$ cat src/hdl/mbe_pkg.sv
`timescale 1ns / 1ps
// ----------------------------------------------------------------------------
// mbe_pkg
// Shared types, formats and codes for the escape-time iteration block.
// ----------------------------------------------------------------------------
package mbe_pkg;

    // input fixed-point format and internal z format (Q20.43)
    localparam int FRAC_BITS = 60;
    localparam int Z_FRAC    = 43;
    localparam int Z_W       = 64;
    localparam int Z_SHR     = (FRAC_BITS >= Z_FRAC) ? (FRAC_BITS - Z_FRAC) : 0;
    localparam int Z_SHL     = (FRAC_BITS < Z_FRAC) ? (Z_FRAC - FRAC_BITS) : 0;

    // register widths
    localparam int ITER_W  = 16;
    localparam int COLOR_W = 13;
    localparam int ESC_W   = 18;

    // width of a clamped square (escape_limit * 2^43)
    localparam int MAG_W   = ESC_W + Z_FRAC;
    // full product of two 64 bit magnitudes
    localparam int PROD_W  = 2 * Z_W;
    localparam int HALF_W  = Z_W / 2;

    // configuration port
    localparam int ADDR_W  = 4;
    localparam int DATA_W  = 32;

    // register indexes
    localparam logic [1:0] REG_MAX_ITER = 2'd0;
    localparam logic [1:0] REG_COLOR    = 2'd1;
    localparam logic [1:0] REG_ESCAPE   = 2'd2;

    // register reset values
    localparam logic [ITER_W-1:0]  MAX_ITER_RST = 16'd1000;
    localparam logic [COLOR_W-1:0] COLOR_RST    = 13'd256;
    localparam logic [ESC_W-1:0]   ESCAPE_RST   = 18'd250000;

    // saturation bounds of the z format
    localparam logic signed [Z_W-1:0] Z_MAX = {1'b0, {(Z_W-1){1'b1}}};
    localparam logic signed [Z_W-1:0] Z_MIN = {1'b1, {(Z_W-1){1'b0}}};

    typedef struct packed {
        logic signed [Z_W-1:0] c_real;
        logic signed [Z_W-1:0] c_imag;
    } in_t;

    typedef struct packed {
        logic [COLOR_W-1:0] level;
        logic               in_set;
    } out_t;

    typedef struct packed {
        logic [ITER_W-1:0]  max_iterations;
        logic [COLOR_W-1:0] color_count;
        logic [ESC_W-1:0]   escape_limit;
    } cfg_t;

    // multiplier operand select
    typedef enum logic [1:0] {
        OP_NONE,
        OP_XY,
        OP_XX,
        OP_YY
    } op_sel_t;

    // product shift and capture select
    typedef enum logic [1:0] {
        SH_NONE,
        SH_XY,
        SH_XX,
        SH_YY
    } sh_sel_t;

    typedef struct packed {
        logic    load;
        logic    check;
        op_sel_t op_sel;
        logic    upd_x;
        sh_sel_t sh_sel;
        logic    upd_y;
        logic    step;
        logic    load_out;
    } cmd_t;

    typedef struct packed {
        logic cont;
    } sts_t;

    typedef enum logic [3:0] {
        ST_IDLE,
        ST_CHECK,
        ST_OP_XY,
        ST_OP_XX,
        ST_MUL_XX,
        ST_SHIFT_XY,
        ST_UPD_Y,
        ST_OP_YY,
        ST_MUL_YY,
        ST_PROD_YY,
        ST_SHIFT_YY,
        ST_FINISH
    } state_t;

endpackage

$ cat src/hdl/mbe_ctrl.sv
`timescale 1ns / 1ps
// ----------------------------------------------------------------------------
// mbe_ctrl
// Sequencer for one point: schedules the shared multiplier pipeline and the
// z updates of each iteration, and owns the channel handshakes.
// ----------------------------------------------------------------------------
module mbe_ctrl (
    input  logic           clk,
    input  logic           rst_n,
    input  logic           in_valid,
    output logic           in_stall,
    output logic           out_valid,
    input  logic           out_stall,
    input  mbe_pkg::sts_t  sts,
    output mbe_pkg::cmd_t  cmd
);

    mbe_pkg::state_t state_reg;
    mbe_pkg::state_t state_next;
    logic            out_valid_reg;
    logic            out_valid_next;
    logic            out_free;

    // output slot can take a result this cycle
    assign out_free = !out_valid_reg || !out_stall;

    // next state
    always_comb
    begin
        state_next = state_reg;
        case (state_reg)
            mbe_pkg::ST_IDLE:
                if (in_valid)
                    state_next = mbe_pkg::ST_CHECK;
            mbe_pkg::ST_CHECK:
                state_next = sts.cont ? mbe_pkg::ST_OP_XY : mbe_pkg::ST_FINISH;
            mbe_pkg::ST_OP_XY:    state_next = mbe_pkg::ST_OP_XX;
            mbe_pkg::ST_OP_XX:    state_next = mbe_pkg::ST_MUL_XX;
            mbe_pkg::ST_MUL_XX:   state_next = mbe_pkg::ST_SHIFT_XY;
            mbe_pkg::ST_SHIFT_XY: state_next = mbe_pkg::ST_UPD_Y;
            mbe_pkg::ST_UPD_Y:    state_next = mbe_pkg::ST_OP_YY;
            mbe_pkg::ST_OP_YY:    state_next = mbe_pkg::ST_MUL_YY;
            mbe_pkg::ST_MUL_YY:   state_next = mbe_pkg::ST_PROD_YY;
            mbe_pkg::ST_PROD_YY:  state_next = mbe_pkg::ST_SHIFT_YY;
            mbe_pkg::ST_SHIFT_YY: state_next = mbe_pkg::ST_CHECK;
            mbe_pkg::ST_FINISH:
                if (out_free)
                    state_next = mbe_pkg::ST_IDLE;
            default:
                state_next = mbe_pkg::ST_IDLE;
        endcase
    end

    // datapath commands
    always_comb
    begin
        cmd          = '0;
        cmd.op_sel   = mbe_pkg::OP_NONE;
        cmd.sh_sel   = mbe_pkg::SH_NONE;
        case (state_reg)
            mbe_pkg::ST_IDLE:
                cmd.load = in_valid;
            mbe_pkg::ST_CHECK:
                cmd.check = 1'b1;
            mbe_pkg::ST_OP_XY:
            begin
                cmd.op_sel = mbe_pkg::OP_XY;
                cmd.upd_x  = 1'b1;
            end
            mbe_pkg::ST_OP_XX:
                cmd.op_sel = mbe_pkg::OP_XX;
            mbe_pkg::ST_SHIFT_XY:
                cmd.sh_sel = mbe_pkg::SH_XY;
            mbe_pkg::ST_UPD_Y:
            begin
                cmd.sh_sel = mbe_pkg::SH_XX;
                cmd.upd_y  = 1'b1;
            end
            mbe_pkg::ST_OP_YY:
                cmd.op_sel = mbe_pkg::OP_YY;
            mbe_pkg::ST_SHIFT_YY:
            begin
                cmd.sh_sel = mbe_pkg::SH_YY;
                cmd.step   = 1'b1;
            end
            mbe_pkg::ST_FINISH:
                cmd.load_out = out_free;
            default:
                cmd = '0;
        endcase
    end

    // output valid flag
    always_comb
    begin
        out_valid_next = out_valid_reg;
        if (out_valid_reg && !out_stall)
            out_valid_next = 1'b0;
        if (cmd.load_out)
            out_valid_next = 1'b1;
    end

    always_ff @(posedge clk or negedge rst_n)
    begin
        if (!rst_n)
        begin
            state_reg     <= mbe_pkg::ST_IDLE;
            out_valid_reg <= 1'b0;
        end
        else
        begin
            state_reg     <= state_next;
            out_valid_reg <= out_valid_next;
        end
    end

    assign in_stall  = (state_reg != mbe_pkg::ST_IDLE);
    assign out_valid = out_valid_reg;

endmodule

$ cat config.mk
export PLATFORM = sky130hd
export DESIGN_NAME = mbe_ctrl
export DESIGN_NICKNAME = d
export VERILOG_FILES = /design/src/hdl/mbe_pkg.sv /design/src/hdl/mbe_ctrl.sv
export SDC_FILE = /design/constraint.sdc
export NUM_CORES = 1
export LEC_CHECK = 0
export BUFFER_PORTS_ARGS = -buffer_cell sky130_fd_sc_hd__buf_2
export CAP_MARGIN = 0
export CORE_AREA = 3 3 40 42
export CTS_CLUSTER_SIZE = 14
export DETAILED_ROUTE_END_ITERATION = 8
export DIE_AREA = 0 0 43 45
export PLACE_DENSITY = 0.6
export RECOVER_POWER = 50
export SETUP_SLACK_MARGIN = 0.05
export SYNTH_ARGS = -nofsm -noshare
export SYNTH_HDL_FRONTEND = slang
export SYNTH_SLANG_ARGS = --single-unit
export TNS_END_PERCENT = 50
$ cat constraint.sdc
create_clock -name clk -period 1.95 [get_ports clk]
set_input_delay 0.2925 -clock clk [delete_from_list [all_inputs] [get_ports clk]]
set_output_delay 0.2925 -clock clk [all_outputs]
set_load 0.01 [all_outputs]
---- Yosys cells after proc, flatten, opt, wreduce, memory -nomap -nowiden ----
Cells that the tools add are included.
storage, ports and cells
  flip-flop bits (word level) ............. 5
  input bits .............................. 5
  output and inout bits ................... 12
  word-level logic and storage cells ...... 37
operators by class
  equality and inequality tests ........... 13
  muxes and demuxes ....................... 14
  reduce and logical (&&, ||, !) cells .... 8
operators with widths
  operator              count
  $pmux W4 S12          1
  $eq A4 B3 Y1 const B  4
  $eq A4 B4 Y1 const B  4
  $mux W4               3
  $pmux W2 S3           2
  $eq A4 B2 Y1 const B  2
  $mux W1               8
  $eq A4 B1 Y1 const B  1
  $logic_not A4 Y1      1
  $ne A2 B2 Y1 const B  2
  $reduce_bool A4 Y1    1
  $logic_not A1 Y1      2
  $reduce_and A2 Y1     1
  $reduce_bool A2 Y1    1
  $logic_and A1 B1 Y1   1
  $logic_or A1 B1 Y1    1

---- Depth between registers and ports, before layout ----
  depth after elaboration ................. 4
  depth in mapped cells ................... 5
  depth with buffers taken out ............ 3

---- Worst setup path before layout ----
Ideal clock, no wire load.
  path type ............................... register -> output
  start point ............................. register state_reg[1]
  end point ............................... output cmd[9] in the netlist's numbering
  data arrival time ....................... 1176 ps
  data required time ...................... 1657 ps
  slack ................................... 481 ps
  cell stages (with the launch flop) ...... 4
  path buffers ............................ 1
  cells stage by stage .................... dfrtp_1 > buf_6 > or4_4 > nor2_2
RTL lines
  element                 line             RTL
  start, declared         mbe_ctrl.sv:18   mbe_pkg::state_t state_reg;
  start signal, assigned  mbe_ctrl.sv:107  state_reg <= mbe_pkg::ST_IDLE;
  start signal, assigned  mbe_ctrl.sv:112  state_reg <= state_next;
  end, declared           mbe_ctrl.sv:15   output mbe_pkg::cmd_t cmd

==> results.md <==
- Status: finished clean
- Final Setup Violations: 0
- Syn-to-layout area delta: 25.0%
- # DRC: 0
- Post-route clock period utilization: 91.4%
- Register area: 125 um2
- Post-CTS resize count: 0
- Crit path capture type: output pin
- Share of layout cells above drive strength 1: 29.2%
- RSZ-0062 raised after global routing: no
- NumNets Final: 71
- Slew @ Worst Pin: 0.363 ns
- Worst EP arrival: 1.49 ns
- Initial antenna violation count: 0
- Syn Inst Count: 48
- CP delay by family, top: simple AND/OR/NAND/NOR gates
- Final Non-Filler Cells: 80
- CP required: 1.66 ns
- Post-DP HPWL: 644 um
- Worst vdd ir: 0.000664 V
- Minimum clock period: 1.78 ns
- Most common cell after layout, fill and taps aside: buf_2
- Pleak: 0.000243 uW
- Slowest-stage cell, CP: or4_4
- # rows: 13
- CP startpoint kind: flip-flop
- Dpl cells: 75
- GP Congestion: 0.745
- Core Region: 1280 um2
- CP max FO: 10
- Antenna cells: 0
- Clock sinks: 5
- Max cap viols: 0
- Main area contributors after synthesis: dfrtp_1, nand2b_1, buf_6, nor2_1, a21oi_1
- Cell taking the most area after synthesis: dfrtp_1
- Hold buffer count at CTS: 1
- Crit path largest cell delay: 0.56 ns
- Syn. warnings: 0
- Worst-path clk slew: 0.04 ns
- CTS tree: yes
- Tot Pwr: 767 uW
- Post-route ant nets: 0
- Die span in y: 45 um
- Full die area: 1940 um2
- Largest net degree at the start of global routing: 12
- Critical R2R Launch: state_reg[3]
- Die W: 43 um
- Worst skew pair latency: 0.23 ns
- H-tree lvl count: 1
- Post-CTS Setup Inserts: 0
- Pins Over Slew Limit: 0
- Crit path kind: flip-flop to output pin
- Net Count, Synth: 53
- GRT Residual Overflow: 0
- Sequential area share after synthesis: 32.5%
- Hold Violations, Final: 0
- Drt total wl: 802 um
- Global-route wire length before repair: 1.26 mm
- Max FFs per register: 4
- Worst slew margin: 75.8%
- Clock buffer depth: 2
- Synth Cell Area: 385 um2
- Hold/Removal Path Class: input pin to flip-flop
- Layout fillers: 143
- Worst Path Buf+Inv: 1
- 1st-pass router iterations: 4
- Final setup skew: 0.000923 ns
- All-layer global routing usage: 8.62%
- Cell breakdown of the critical path: or4_4, nor2_2, buf_2
- DR vias/cell: 4.68
- Root buffer cell: clkbuf_4
- Most frequent cells in the layout: buf_2, nor2_1, dfrtp_1
- Fmax: 561 MHz
- Vias post-DR: 374
- Yosys reg bits: 5
- Initial core utilization: 30.0%
- Post-synth cell types: 24
- HP Start: out_stall
- Power per cell area: 1590 nW/um2
- Routed WL per cell: 10.0 um
- I/O Buffers: 16
- Multi-input gate area in the final layout: 213 um2
- # IOs: 17
- Synth Area per Inst: 8.03 um2
- Yosys top cell area share: 32.5%
- TritonCTS Buffers: 3
- Vias in the first global route: 315
- Worst setup startpoint: state_reg[0]
- Final TNS setup: 0 ns
- DRT iter0 DRCs: 3
- Hold Slack: 0.334 ns
## routing by layer
metal	up-vias	routed length, um	track usage [%]
met5	-	0	0
met3	0	64	5.18
met1	162	373	10.0
met2	12	364	14.7
met4	0	0	0
li1	200	-	-
## through the flow
step / cell area [um2] / util, % / setup slack [ns]
floorplan: 385 / - / 0.481
global placement: 452 / 35.2 / 0.445
detailed placement: 452 / 35.2 / 0.415
CTS: 488 / 38.0 / 0.154
global route: 482 / 37.5 / 0.0793
finish: 482 / 37.5 / 0.169
## cells by family (layout without fill, tap and decap cells)
| family | after synthesis | count (layout) | synth area share [%] |
|---|---|---|---|
| multiplexers | 1 | 1 | 2.60 |
| XOR/XNOR | 2 | 2 | 4.55 |
| buffers and inverters | 7 | 24 | 12.3 |
| AND/OR/NAND/NOR | 23 | 23 | 31.8 |
| AO/OA/AOI/OAI | 10 | 10 | 16.2 |
| flip-flops | 5 | 5 | 32.5 |
## path summary, 6_finish.rpt
kind                            slack (ns)  depth (start not counted)           end
worst min-delay path                  0.33                          3     out_valid
worst min register to register        0.57                          2     out_valid
min in group asynchronous             0.43                          2     out_valid
worst max register to register        0.54                          4  state_reg[3]
max in group asynchronous             1.31                          2  state_reg[2]
worst max-delay path                  0.17                          3        cmd[9]
## tightest hold or removal path: stages
cell     delay (ns)
buf_2          0.10
nand2_1        0.08
nand2_1        0.07
## power breakdown
part,switching [uW],internal [uW]
sequential,93.2,148
clock,38.5,77.1
combinational,220,191
total,351,416
## area by class of cell
cell class / instances / share of cell area (%)
tap: 15 / 3.90
timing repair buffer: 18 / 19.0
sequential: 5 / 26.0
inverter: 2 / 1.56
multi-input combinational: 36 / 44.2
clock buffer: 4 / 5.45
## Yosys cell counts
| library cell | instances |
|---|---|
| a21oi_1 | 4 |
| nor2_1 | 6 |
| dfrtp_1 | 5 |
| o211ai_1 | 1 |
| nor2_2 | 1 |
| mux2i_1 | 1 |
| buf_6 | 2 |
| buf_4 | 1 |
| or4_4 | 1 |
| inv_1 | 2 |
| nor4b_1 | 1 |
| nand2_1 | 4 |
| or3_1 | 1 |
| nor2b_1 | 2 |
| xor2_1 | 2 |
| o221ai_1 | 1 |
| buf_2 | 2 |
| nand2b_1 | 4 |
| a31oi_1 | 1 |
| o22ai_1 | 1 |
| nor3_1 | 2 |
| nand3_1 | 1 |
| o21ai_0 | 1 |
| a211o_1 | 1 |
(Power assumes the default switching activity.)
