`src/hdl/mbe_pkg.sv`:
```
`timescale 1ns / 1ps
// ----------------------------------------------------------------------------
// mbe_pkg
// Shared types, formats and codes for the escape-time iteration block.
// ----------------------------------------------------------------------------
package mbe_pkg;

    // input fixed-point format and internal z format (Q20.43)
    localparam int FRAC_BITS = 60;
    localparam int Z_FRAC    = 43;
    localparam int Z_W       = 64;
    localparam int Z_SHR     = (FRAC_BITS >= Z_FRAC) ? (FRAC_BITS - Z_FRAC) : 0;
    localparam int Z_SHL     = (FRAC_BITS < Z_FRAC) ? (Z_FRAC - FRAC_BITS) : 0;

    // register widths
    localparam int ITER_W  = 16;
    localparam int COLOR_W = 13;
    localparam int ESC_W   = 18;

    // width of a clamped square (escape_limit * 2^43)
    localparam int MAG_W   = ESC_W + Z_FRAC;
    // full product of two 64 bit magnitudes
    localparam int PROD_W  = 2 * Z_W;
    localparam int HALF_W  = Z_W / 2;

    // configuration port
    localparam int ADDR_W  = 4;
    localparam int DATA_W  = 32;

    // register indexes
    localparam logic [1:0] REG_MAX_ITER = 2'd0;
    localparam logic [1:0] REG_COLOR    = 2'd1;
    localparam logic [1:0] REG_ESCAPE   = 2'd2;

    // register reset values
    localparam logic [ITER_W-1:0]  MAX_ITER_RST = 16'd1000;
    localparam logic [COLOR_W-1:0] COLOR_RST    = 13'd256;
    localparam logic [ESC_W-1:0]   ESCAPE_RST   = 18'd250000;

    // saturation bounds of the z format
    localparam logic signed [Z_W-1:0] Z_MAX = {1'b0, {(Z_W-1){1'b1}}};
    localparam logic signed [Z_W-1:0] Z_MIN = {1'b1, {(Z_W-1){1'b0}}};

    typedef struct packed {
        logic signed [Z_W-1:0] c_real;
        logic signed [Z_W-1:0] c_imag;
    } in_t;

    typedef struct packed {
        logic [COLOR_W-1:0] level;
        logic               in_set;
    } out_t;

    typedef struct packed {
        logic [ITER_W-1:0]  max_iterations;
        logic [COLOR_W-1:0] color_count;
        logic [ESC_W-1:0]   escape_limit;
    } cfg_t;

    // multiplier operand select
    typedef enum logic [1:0] {
        OP_NONE,
        OP_XY,
        OP_XX,
        OP_YY
    } op_sel_t;

    // product shift and capture select
    typedef enum logic [1:0] {
        SH_NONE,
        SH_XY,
        SH_XX,
        SH_YY
    } sh_sel_t;

    typedef struct packed {
        logic    load;
        logic    check;
        op_sel_t op_sel;
        logic    upd_x;
        sh_sel_t sh_sel;
        logic    upd_y;
        logic    step;
        logic    load_out;
    } cmd_t;

    typedef struct packed {
        logic cont;
    } sts_t;

    typedef enum logic [3:0] {
        ST_IDLE,
        ST_CHECK,
        ST_OP_XY,
        ST_OP_XX,
        ST_MUL_XX,
        ST_SHIFT_XY,
        ST_UPD_Y,
        ST_OP_YY,
        ST_MUL_YY,
        ST_PROD_YY,
        ST_SHIFT_YY,
        ST_FINISH
    } state_t;

endpackage

```
`src/hdl/mbe_regs.sv`:
```
`timescale 1ns / 1ps
// ----------------------------------------------------------------------------
// mbe_regs
// Configuration registers behind an APB-style write/read port.
// ----------------------------------------------------------------------------
module mbe_regs (
    input  logic                        clk,
    input  logic                        rst_n,
    input  logic                        psel,
    input  logic                        penable,
    input  logic                        pwrite,
    input  logic [mbe_pkg::ADDR_W-1:0]  paddr,
    input  logic [mbe_pkg::DATA_W-1:0]  pwdata,
    output logic [mbe_pkg::DATA_W-1:0]  prdata,
    output logic                        pready,
    output mbe_pkg::cfg_t               cfg
);

    mbe_pkg::cfg_t cfg_reg;
    mbe_pkg::cfg_t cfg_next;
    logic [1:0]    index;
    logic          wr_en;

    assign index  = paddr[3:2];
    assign pready = 1'b1;
    assign wr_en  = psel & penable & pwrite & pready;

    // register write decode
    always_comb
    begin
        cfg_next = cfg_reg;
        if (wr_en)
        begin
            case (index)
                mbe_pkg::REG_MAX_ITER:
                    cfg_next.max_iterations = pwdata[mbe_pkg::ITER_W-1:0];
                mbe_pkg::REG_COLOR:
                    cfg_next.color_count = pwdata[mbe_pkg::COLOR_W-1:0];
                mbe_pkg::REG_ESCAPE:
                    cfg_next.escape_limit = pwdata[mbe_pkg::ESC_W-1:0];
                default:
                    cfg_next = cfg_reg;
            endcase
        end
    end

    always_ff @(posedge clk or negedge rst_n)
    begin
        if (!rst_n)
        begin
            cfg_reg.max_iterations <= mbe_pkg::MAX_ITER_RST;
            cfg_reg.color_count    <= mbe_pkg::COLOR_RST;
            cfg_reg.escape_limit   <= mbe_pkg::ESCAPE_RST;
        end
        else
        begin
            cfg_reg <= cfg_next;
        end
    end

    // read mux
    always_comb
    begin
        case (index)
            mbe_pkg::REG_MAX_ITER:
                prdata = {{(mbe_pkg::DATA_W-mbe_pkg::ITER_W){1'b0}}, cfg_reg.max_iterations};
            mbe_pkg::REG_COLOR:
                prdata = {{(mbe_pkg::DATA_W-mbe_pkg::COLOR_W){1'b0}}, cfg_reg.color_count};
            mbe_pkg::REG_ESCAPE:
                prdata = {{(mbe_pkg::DATA_W-mbe_pkg::ESC_W){1'b0}}, cfg_reg.escape_limit};
            default:
                prdata = '0;
        endcase
    end

    assign cfg = cfg_reg;

endmodule

```
`config.mk`:
```
export PLATFORM = sky130hd
export DESIGN_NAME = mbe_regs
export DESIGN_NICKNAME = d
export VERILOG_FILES = /design/src/hdl/mbe_pkg.sv /design/src/hdl/mbe_regs.sv
export SDC_FILE = /design/constraint.sdc
export NUM_CORES = 1
export LEC_CHECK = 0
export ABC_AREA = 1
export BUFFER_PORTS_ARGS = -buffer_cell sky130_fd_sc_hd__buf_2
export CAP_MARGIN = 25
export CELL_PAD_IN_SITES_DETAIL_PLACEMENT = 1
export CELL_PAD_IN_SITES_GLOBAL_PLACEMENT = 2
export CORE_ASPECT_RATIO = 0.7
export CORE_MARGIN = 10
export CORE_UTILIZATION = 25
export CTS_CLUSTER_DIAMETER = 200
export CTS_CLUSTER_SIZE = 25
export DETAILED_ROUTE_END_ITERATION = 10
export GPL_ROUTABILITY_DRIVEN = 0
export PLACE_DENSITY_LB_ADDON = 0.1
export SYNTH_ARGS = -nofsm -noshare
export SYNTH_HDL_FRONTEND = slang
export SYNTH_SLANG_ARGS = --single-unit
```
`constraint.sdc`:
```
create_clock -name clk -period 2 [get_ports clk]
set_input_delay 0.1 -clock clk [delete_from_list [all_inputs] [get_ports clk]]
set_output_delay 0.1 -clock clk [all_outputs]
set_load 0.01 [all_outputs]
```
* Word level (Yosys, flattened, before mapping)
Cells that the tools add are included.
W data, S select, Z words.
** Storage, ports and cells
- Bits of input ports :: 41
- Register bits :: 47
- Logic and storage cells :: 12
- Output and inout bits :: 80
** Operators by class
- Reductions and logical operators :: 4
- Equal/unequal tests :: 2
- Bitwise logic cells :: 2
- Muxes and demuxes :: 1
** Operators by type and width (count)
- $pmux W18 S3 :: 1
- $reduce_and A2 Y1 :: 3
- $and A1 B1 Y1 :: 2
- $eq A2 B1 Y1 const B :: 1
- $eq A2 B2 Y1 const B :: 1
- $logic_not A2 Y1 :: 1

* Longest topological paths before layout
Gate-level depths: netlist (run 1).
- Depth in word-level cells :: 3
- Depth in mapped cells :: 7
- Gate-level depth less buffers :: 6

* Least setup slack after synthesis (run 1)
OpenSTA, ideal clock, no wires.
- Kind :: register -> output
- Start point :: register cfg_reg, in the netlist cfg[16]
- End point :: output port prdata[16] (netlist name)
- Cell stages (with the launch flop) :: 3
- Data required time :: 1.900 ns
- Slack :: 1.143 ns
- Data arrival time :: 0.757 ns
- Cell sequence :: dfstp_2 > inv_1 > nor2_1
** On the way
- Word-level cells in the longest chain between the ends :: 1
** Ends and longest elaborated chain
- from (decl) :: line mbe_regs.sv:19 : mbe_pkg::cfg_t cfg_reg;
- from (signal assigned) :: line mbe_regs.sv:57 : cfg_reg <= cfg_next;
- $pmux W18 S3 :: line mbe_regs.sv:64 : case (index)
- to (decl) :: line mbe_regs.sv:14 : output logic [mbe_pkg::DATA_W-1:0] prdata,
Every way passes these cells.

* Final worst setup path (run 1)
- Start point :: input port paddr[2] (netlist name)
- End point :: output port prdata[0] (netlist name)
** On the way
- Word-level cells in the longest chain between the ends :: 2
- Elaborated cells between the ends (all ways) :: 4
** Ends and longest elaborated chain
- from (decl) :: line mbe_regs.sv:12 : input logic [mbe_pkg::ADDR_W-1:0] paddr,
- $eq A2 B2 Y1, or another cell as far along :: line mbe_regs.sv:64
- $pmux W18 S3 * :: line mbe_regs.sv:64
Mark *: on every way between the ends. The rest lies on a longest branch, timed or not.

==> results of run 1 <==
-- critical path, stage by stage --
cell and delay [ns]:
buf_2 0.12, nor2_2 0.40, buf_4 0.26, nand2_1 0.06, nand3_1 0.07, buf_2 0.14
-- cell usage in the layout (no fill, tap or decap) --
cell | Yosys | final
nand3_1 | 13 | 13
clkinv_2 | 0 | 1
nor2_1 | 3 | 3
dlygate4sd3_1 | 0 | 1
inv_1 | 5 | 5
conb_1 | 2 | 15
dfrtp_1 | 33 | 33
nor2_2 | 2 | 2
nand2_4 | 1 | 1
clkbuf_8 | 0 | 1
dfstp_2 | 14 | 14
nor2_4 | 2 | 2
buf_2 | 3 | 89
bufinv_16 | 0 | 1
buf_4 | 18 | 4
buf_12 | 0 | 1
nand2_2 | 2 | 2
inv_2 | 2 | 2
clkbuf_16 | 0 | 5
nand2_1 | 193 | 193
nand3_2 | 1 | 1
-- cell usage after synthesis --
| master | instances | share of area |
|---|---|---|
| conb_1 | 2 | 0.0033 |
| nand3_2 | 1 | 0.0044 |
| nor2_2 | 2 | 0.0055 |
| buf_6 | 3 | 0.015 |
| nor2_1 | 3 | 0.0049 |
| nand2_1 | 193 | 0.32 |
| inv_2 | 2 | 0.0033 |
| nand3_1 | 13 | 0.029 |
| inv_1 | 5 | 0.0082 |
| buf_2 | 3 | 0.0066 |
| buf_4 | 18 | 0.059 |
| nor2_4 | 2 | 0.0099 |
| dfstp_2 | 14 | 0.16 |
| nand2_2 | 2 | 0.0055 |
| nand2_4 | 1 | 0.0049 |
| dfrtp_1 | 33 | 0.36 |
-- report_power, final --
| group | total [uW] | switching (uW) | internal (uW) |
|---|---|---|---|
| logic | 743 | 448 | 295 |
| clock network | 989 | 366 | 622 |
| registers | 1350 | 160 | 1190 |
-- final cells by class --
| cell class | count | area, sq um | area share |
|---|---|---|---|
| inverter | 7 | 26.3 | 0.00882 |
| tap | 124 | 155 | 0.0521 |
| timing repair buffer | 95 | 505 | 0.170 |
| clock buffer | 6 | 139 | 0.0466 |
| multi-input combinational | 232 | 926 | 0.311 |
| sequential | 47 | 1190 | 0.401 |
| clock inverter | 2 | 35.0 | 0.0118 |
-- cell families after synthesis --
group | after synthesis | synth area share
buffers and inverters | 31 | 0.0922
DFF | 47 | 0.523
other | 2 | 0.00329
and+or+nand+nor | 217 | 0.381
-- timing repair --
item / CTS / global route
endpoints found under the hold margin: 33 / 0
hold buffers: 1 / 0
setup buffers: 0 / 0
-- stage by stage --
stage / hold slack, ns / area (sq um) / setup WS [ns] / std cells
floorplan: -0.196 / 2330 / 1.14 / 310
global placement: 0.117 / 2800 / 0.578 / 504
detailed placement: 0.107 / 2800 / 0.611 / 504
CTS: 0.00817 / 2980 / 0.716 / 513
global route: 0.0127 / 2980 / 0.630 / 513
finish: 0.0108 / 2980 / 0.750 / 513
-- final timing paths --
kind,from,endpoint,slack (ns),cells past startpoint
min reg2reg,cfg[40]$_DFFE_PN1P_,cfg[40]$_DFFE_PN1P_,0.47,2
min in group asynchronous,rst_n,cfg[2]$_DFFE_PN0P_,0.34,3
max reg2reg,cfg[34]$_DFFE_PN1P_,cfg[34]$_DFFE_PN1P_,1.25,2
max,paddr[2],prdata[0],0.75,6
max in group asynchronous,rst_n,cfg[40]$_DFFE_PN1P_,1.37,3
min,pwdata[17],cfg[17]$_DFFE_PN1P_,0.01,3
-- per-layer routing --
layer  share of wire  vias to the layer above  GRT usage
li1                -                     1044          -
met1            0.47                      985      0.153
met2            0.46                       54      0.204
met3           0.067                        5     0.0459
met4          0.0056                        0     0.0225
met5               0                        -          0
==> impl_metrics.csv, run 1 <==
group,metric,value,unit
setup_path,cp_max_fo,8,
outcome,status,"finished, final reports clean",
clocking,cts_resized,0,
place,numPortBuffers,89,
detailed_routing,drtIter0Drc,76,
detailed_routing,drtPass1Iterations,4,
sta,period_minus_slack,1.25,ns
pwr,p_leak,0.00173,uW
floorplanning,rows,29,
setup_path,arrival,1.15,ns
grt,grt_pass1_wl,13.1,mm
flow_run,drv_cap,0,
detailed_routing,ant_nets,0,
grt,antenna_found_initial,1,
clocking,cts-root-buf,"clkbuf_16",
sta,worst_pin_slew,0.564,ns
sta,rsz0062_at_grt,"false",
pwr,p_per_area,1030,nW/um^2
clocking,clk_pin_slew_worst_paths,0.06,ns
sta,max_clock_freq,800,MHz
grt,overflow,0,
sta,slew_viol_final,0,
clocking,insertion_delay,0.29,ns
place,dp_hpwl,5.95,mm
sta,fin_worst_skew,0,ns
floorplanning,die_h,99.9,microns
synthesis,synth_area,2280,sq um
min_path,hold_class,"in -> reg",
pwr,ir_drop,339,uV
clocking,htreeDepth,2,
synthesis,synth_cell_types,16,
detailed_routing,routed_via_density,4.07,
synthesis,avgSynthCellArea,7.68,sq um
setup_path,worstSetupPathType,"in -> out",
setup_path,cp.required,1.90,ns
detailed_routing,vias,2088,
clocking,clock-sinks,47,
setup_path,start_kind,"input pin",
sta,relSlewSlack,0.623,
sta,finalCritPeriodShare,0.625,
grt,grt_pass1_vias,2307,
grt,grt_max_degree,48,
finish,drive_gt1_frac,0.324,
grt,globalRouteTotalUtil,0.124,
finish,largest_register_ffs,47,
floorplanning,dieArea,13400,sq um
finish,fin_util,0.333,
finish,diodes,0,
floorplanning,initial_core_util,0.255,
clocking,cts_tree,"yes",
sta,final_hold_viol_count,0,
floorplanning,ios,121,
finish,area_delta_synth_final,30.7,%
synthesis,ys_ff_latch,47,
setup_path,cp-end-kind,"output port",
clocking,clockBufferDepth,2,
finish,layout.nets,429,
detailed_routing,drc,0,
synthesis,yosysSeqAreaShare,0.523,
detailed_routing,routed_wirelength,8.21,mm
floorplanning,die_w,134,microns
detailed_routing,detail_route.wl_per_cell,16.0,microns
clocking,cts_inserted_buffers,5,
floorplanning,core_area,8960,sq um
sta,finalSetupTns,0,ns
synthesis,yosysWarnings,0,
sta,setup_viol,0,
synthesis,syn_inst,297,
finish,n_fill_cell,1142,
pwr,p_total,3080,uW
(Power assumes the default switching activity.)
==> run 2, diff against run 1 <==
--- a/config.mk
+++ b/config.mk
@@ -12,7 +12,7 @@
 export CELL_PAD_IN_SITES_GLOBAL_PLACEMENT = 2
 export CORE_ASPECT_RATIO = 0.7
 export CORE_MARGIN = 10
-export CORE_UTILIZATION = 25
+export CORE_UTILIZATION = 23
 export CTS_CLUSTER_DIAMETER = 200
 export CTS_CLUSTER_SIZE = 25
 export DETAILED_ROUTE_END_ITERATION = 10
==> constraint.sdc (replaced) <==
create_clock -name clk -period 1.17 [get_ports clk]
set_input_delay 0.0585 -clock clk [delete_from_list [all_inputs] [get_ports clk]]
set_output_delay 0.0585 -clock clk [all_outputs]
set_load 0.01 [all_outputs]
==> impl_metrics.csv, run 2 (synthesized netlist as in run 1, its figures left out) <==
group,metric,value,unit
setup_path,cp-end-kind,"output port",
grt,antenna_found_initial,0,
sta,max_clock_freq,870,MHz
finish,final_cell_mix,"nand2_1, buf_2, dfrtp_1, buf_4",
floorplanning,ios,121,
sta,final_hold_viol_count,0,
grt,grt_pass1_vias,2386,
sta,slew_viol_final,0,
sta,rsz0062_at_grt,"true",
clocking,htreeDepth,2,
grt,grt_max_degree,48,
setup_path,cpPeakStageDelay,0.54,ns
sta,hold_ws,0.00605,ns
finish,final_common_cell,"nand2_1",
setup_path,cp_max_fo,2,
clocking,insertion_delay,0.29,ns
setup_path,worstSetupPathType,"reg -> out",
detailed_routing,drtPass1Iterations,4,
place,dp_hpwl,6.34,mm
sta,finalCritPeriodShare,0.982,
pwr,ir_drop,495,uV
pwr,p_leak,0.00188,uW
clocking,clockBufferDepth,2,
finish,layout.nets,459,
floorplanning,die_h,103,microns
setup_path,crit_buf_inv,1,
floorplanning,core_area,9680,sq um
outcome,status,"finished, final reports clean",
setup_path,path_cells,"nand2_2, nand3_1, buf_2",
clocking,cts_inserted_buffers,5,
min_path,hold_class,"in -> reg",
grt,grt_busiest_layer,"met2",
grt,globalRouteTotalUtil,0.119,
sta,fin_worst_skew,0,ns
sta,setup_viol,0,
place,placed_cells,518,
finish,diodes,0,
grt,use_met1,0.149,
floorplanning,dieArea,14400,sq um
detailed_routing,ant_nets,0,
pwr,p_per_area,1560,nW/um^2
finish,instances_no_fill,547,
setup_path,start_kind,"register",
sta,finalSetupTns,0,ns
floorplanning,initial_core_util,0.236,
flow_run,drv_cap,0,
finish,largest_register_ffs,47,
grt,grtUsageMet2,0.191,
setup_path,arrival,1.09,ns
detailed_routing,routed_via_density,4.14,
detailed_routing,vias,2265,
floorplanning,die_w,139,microns
grt,grt_pass1_wl,13.3,mm
detailed_routing,routed_wirelength,8.82,mm
clocking,clk_pin_slew_worst_paths,0.06,ns
grt,overflow,0,
clocking,cts_tree,"yes",
place,dpl_cell_area,2930,sq um
clocking,clock-sinks,47,
floorplanning,rows,30,
finish,area_delta_synth_final,45.0,%
setup_path,critPathSlowestCell,"dfstp_2",
sta,period_minus_slack,1.15,ns
clocking,cts-root-buf,"clkbuf_16",
setup_path,critPathTopFamily,"flip-flops",
finish,drive_gt1_frac,0.356,
finish,final_area,3310,sq um
detailed_routing,drc,0,
detailed_routing,detail_route.wl_per_cell,16.1,microns
finish,fin_util,0.341,
setup_path,cp.required,1.11,ns
grt,use_met3,0.0438,
place,numPortBuffers,89,
detailed_routing,drtIter0Drc,62,
run 2: final timing paths:
path                                      from             endpoint  slack (ns)  cells past startpoint
setup / recovery           cfg[39]$_DFFE_PN1P_            prdata[8]        0.02                      3
hold / removal                       pwdata[2]  cfg[33]$_DFFE_PN0P_       0.006                      3
setup reg to reg           cfg[39]$_DFFE_PN1P_  cfg[39]$_DFFE_PN1P_        0.35                      3
hold reg to reg            cfg[38]$_DFFE_PN1P_  cfg[38]$_DFFE_PN1P_        0.47                      2
max in group asynchronous                rst_n  cfg[15]$_DFFE_PN1P_        0.59                      3
min in group asynchronous                rst_n   cfg[2]$_DFFE_PN0P_        0.28                      3
run 2: timing repair:
action,4_1_cts,5_1_grt
setup endpoints to repair,3,9
buffers inserted,3,3
gates resized for setup,0,14
hold endpoints to repair,53,0
gates cloned,0,0
hold buffers,15,0
pin swaps,1,8
run 2: power by group:
group | total, uW | internal, uW | switching (uW)
Sequential | 2310 | 2030 | 274
Clock | 1400 | 796 | 601
Combinational | 1460 | 642 | 816
run 2: through the flow:
stage / power, uW / worst slack, ns
6_report: 5160 / 0.0205
4_1_cts: 5200 / 0.000521
5_1_grt: 5530 / -0.0362
3_3_place_gp: 3670 / 0.0877
2_1_floorplan: 2960 / 0.355
3_5_place_dp: 3690 / 0.0700
run 2: area by class of cell:
cell class              count  area, sq um
repair buffers            125          837
well taps                 128          160
clock buffers               8          136
multi-input cells         232          953
flip-flops and latches     47         1190
fillers                  1226         6380
inverters                   7         26.3
run 2: worst reg2reg max path, cell delays in order, from the launching register on:
cell and delay, ns:
dfstp_2 0.54, buf_4 0.11, nand2_1 0.04, nand2_1 0.08
run 2: routing by layer:
| layer | routed length (microns) | vias up |
|---|---|---|
| li1 | - | 1107 |
| met1 | 4160 | 1081 |
| met2 | 3950 | 63 |
| met3 | 576 | 14 |
| met4 | 126 | 0 |
| met5 | 0 | - |
==> run 3, diff against run 2 <==
--- a/config.mk
+++ b/config.mk
@@ -13,6 +13,7 @@
 export CORE_ASPECT_RATIO = 0.7
 export CORE_MARGIN = 10
 export CORE_UTILIZATION = 23
+export CTS_BUF_LIST = sky130_fd_sc_hd__clkbuf_16
 export CTS_CLUSTER_DIAMETER = 200
 export CTS_CLUSTER_SIZE = 25
 export DETAILED_ROUTE_END_ITERATION = 10
==> impl_metrics.csv, run 3 (synthesized netlist as in run 1, its figures left out) <==
group,metric,value,unit
outcome,status,"finished, final reports clean",
sta,max_clock_freq,870,MHz
flow_run,drv_cap,0,
detailed_routing,detail_route.wl_per_cell,16.1,microns
sta,setup_viol,0,
detailed_routing,vias,2268,
sta,period_minus_slack,1.15,ns
floorplanning,rows,30,
finish,final_common_cell,"nand2_1",
pwr,p_leak,0.00190,uW
min_path,min_from,"pwdata[2]",
floorplanning,die_w,139,microns
sta,fin_ws,0.0203,ns
finish,final_cell_mix,"nand2_1, buf_2, dfrtp_1, buf_4",
place,dpl_cell_area,2930,sq um
sta,rsz0062_at_grt,"true",
setup_path,cpPeakStageDelay,0.54,ns
setup_path,r2r_start,"cfg[39]$_DFFE_PN1P_",
grt,grt_pass1_vias,2386,
clocking,insertion_delay,0.29,ns
detailed_routing,drtPass1Iterations,4,
setup_path,critPathTopFamily,"flip-flops",
clocking,clock-sinks,47,
setup_path,cp.required,1.11,ns
clocking,htreeDepth,2,
place,dp_hpwl,6.34,mm
grt,overflow,0,
setup_path,path_cells,"nand2_2, nand3_1, buf_2",
detailed_routing,ant_nets,0,
floorplanning,core_area,9680,sq um
detailed_routing,drtIter0Drc,60,
finish,diodes,0,
setup_path,worstSetupPathType,"reg -> out",
setup_path,crit_buf_inv,1,
grt,grt_pass1_wl,13.3,mm
min_path,holdPathEnd,"cfg[33]$_DFFE_PN0P_",
detailed_routing,drc,0,
clocking,clockBufferDepth,2,
finish,drive_gt1_frac,0.356,
place,numPortBuffers,89,
clocking,cts_tree,"yes",
place,dp_slack,0.0700,ns
clocking,cts_inserted_buffers,5,
clocking,cts-root-buf,"clkbuf_16",
min_path,hold_class,"in -> reg",
grt,globalRouteTotalUtil,0.119,
finish,largest_register_ffs,47,
setup_path,start_kind,"register",
setup_path,r2r_cells,3,
grt,antenna_found_initial,0,
finish,final_area,3310,sq um
setup_path,rrSetupSlack,0.35,ns
detailed_routing,routed_via_density,4.15,
setup_path,reg2reg_to,"cfg[39]$_DFFE_PN1P_",
place,placed_cells,518,
detailed_routing,routed_wirelength,8.81,mm
floorplanning,dieArea,14400,sq um
setup_path,cp-end-kind,"output port",
finish,area_delta_synth_final,45.0,%
pwr,p_per_area,1550,nW/um^2
sta,slew_viol_final,0,
setup_path,cp_max_fo,2,
sta,final_hold_viol_count,0,
sta,finalCritPeriodShare,0.983,
setup_path,arrival,1.09,ns
min_path,holdPathStages,3,
pwr,ir_drop,495,uV
floorplanning,die_h,103,microns
floorplanning,initial_core_util,0.236,
finish,fin_util,0.341,
finish,layout.nets,459,
setup_path,critPathSlowestCell,"dfstp_2",
finish,instances_no_fill,547,
floorplanning,ios,121,
grt,grt_max_degree,48,
clocking,clk_pin_slew_worst_paths,0.07,ns
sta,fin_worst_skew,0,ns
setup_path,crit_cells,3,
finish,n_fill_cell,1226,
==> run 3: per-layer routing <==
metal / track usage / wire length [microns] / vias up
met5: 0 / 0 / -
met4: 0.0360 / 126 / 0
met3: 0.0438 / 576 / 14
met2: 0.191 / 3940 / 63
met1: 0.149 / 4170 / 1084
li1: - / - / 1107
==> run 3: where the power goes <==
| part | switching [uW] | internal, uW |
|---|---|---|
| registers | 274 | 2030 |
| logic | 816 | 642 |
| clock network | 603 | 770 |
==> run 3: worst max-delay path by stage <==
stage,startpoint,slack (ns),to
finish,cfg[39]$_DFFE_PN1P_,0.02,prdata[8]
global route,cfg[26]$_DFFE_PN1P_,-0.04,prdata[8]
CTS,cfg[37]$_DFFE_PN1P_,0.0003,prdata[6]
detailed placement,penable,0.07,cfg[32]$_DFFE_PN0P_
global placement,pwrite,0.09,cfg[44]$_DFFE_PN0P_
floorplan,cfg[16]$_DFFE_PN1P_,0.35,prdata[16]
==> run 3: worst reg2reg max path, stage by stage, from the launching register on <==
cell	delay, ns
dfstp_2	0.54
buf_4	0.11
nand2_1	0.04
nand2_1	0.08
==> run 3: per-stage QoR <==
stage	hold slack [ns]	power, uW	TNS, ns
finish	0.00573	5140	0
global route	0.0247	5500	-0.0598
CTS	0.000249	5170	0
detailed placement	0.0709	3690	0
global placement	0.0744	3670	0
floorplan	-0.237	2960	0
==> run 3: cell type report <==
| class | instances | area, sq um | area share |
|---|---|---|---|
| multi-input cells | 232 | 953 | 0.288 |
| inverters | 7 | 26.3 | 0.00795 |
| repair buffers | 125 | 837 | 0.253 |
| well taps | 128 | 160 | 0.0484 |
| clock buffers | 5 | 125 | 0.0378 |
| clock inverters | 3 | 11.3 | 0.00341 |
| flip-flops and latches | 47 | 1190 | 0.361 |
==> run 3: repair_timing <==
| item | CTS | global route |
|---|---|---|
| setup endpoints to repair | 3 | 9 |
| pin swaps | 1 | 8 |
| gates resized for setup | 0 | 14 |
| hold buffers | 15 | 0 |
| setup buffers | 3 | 3 |
| hold endpoints to repair | 53 | 0 |
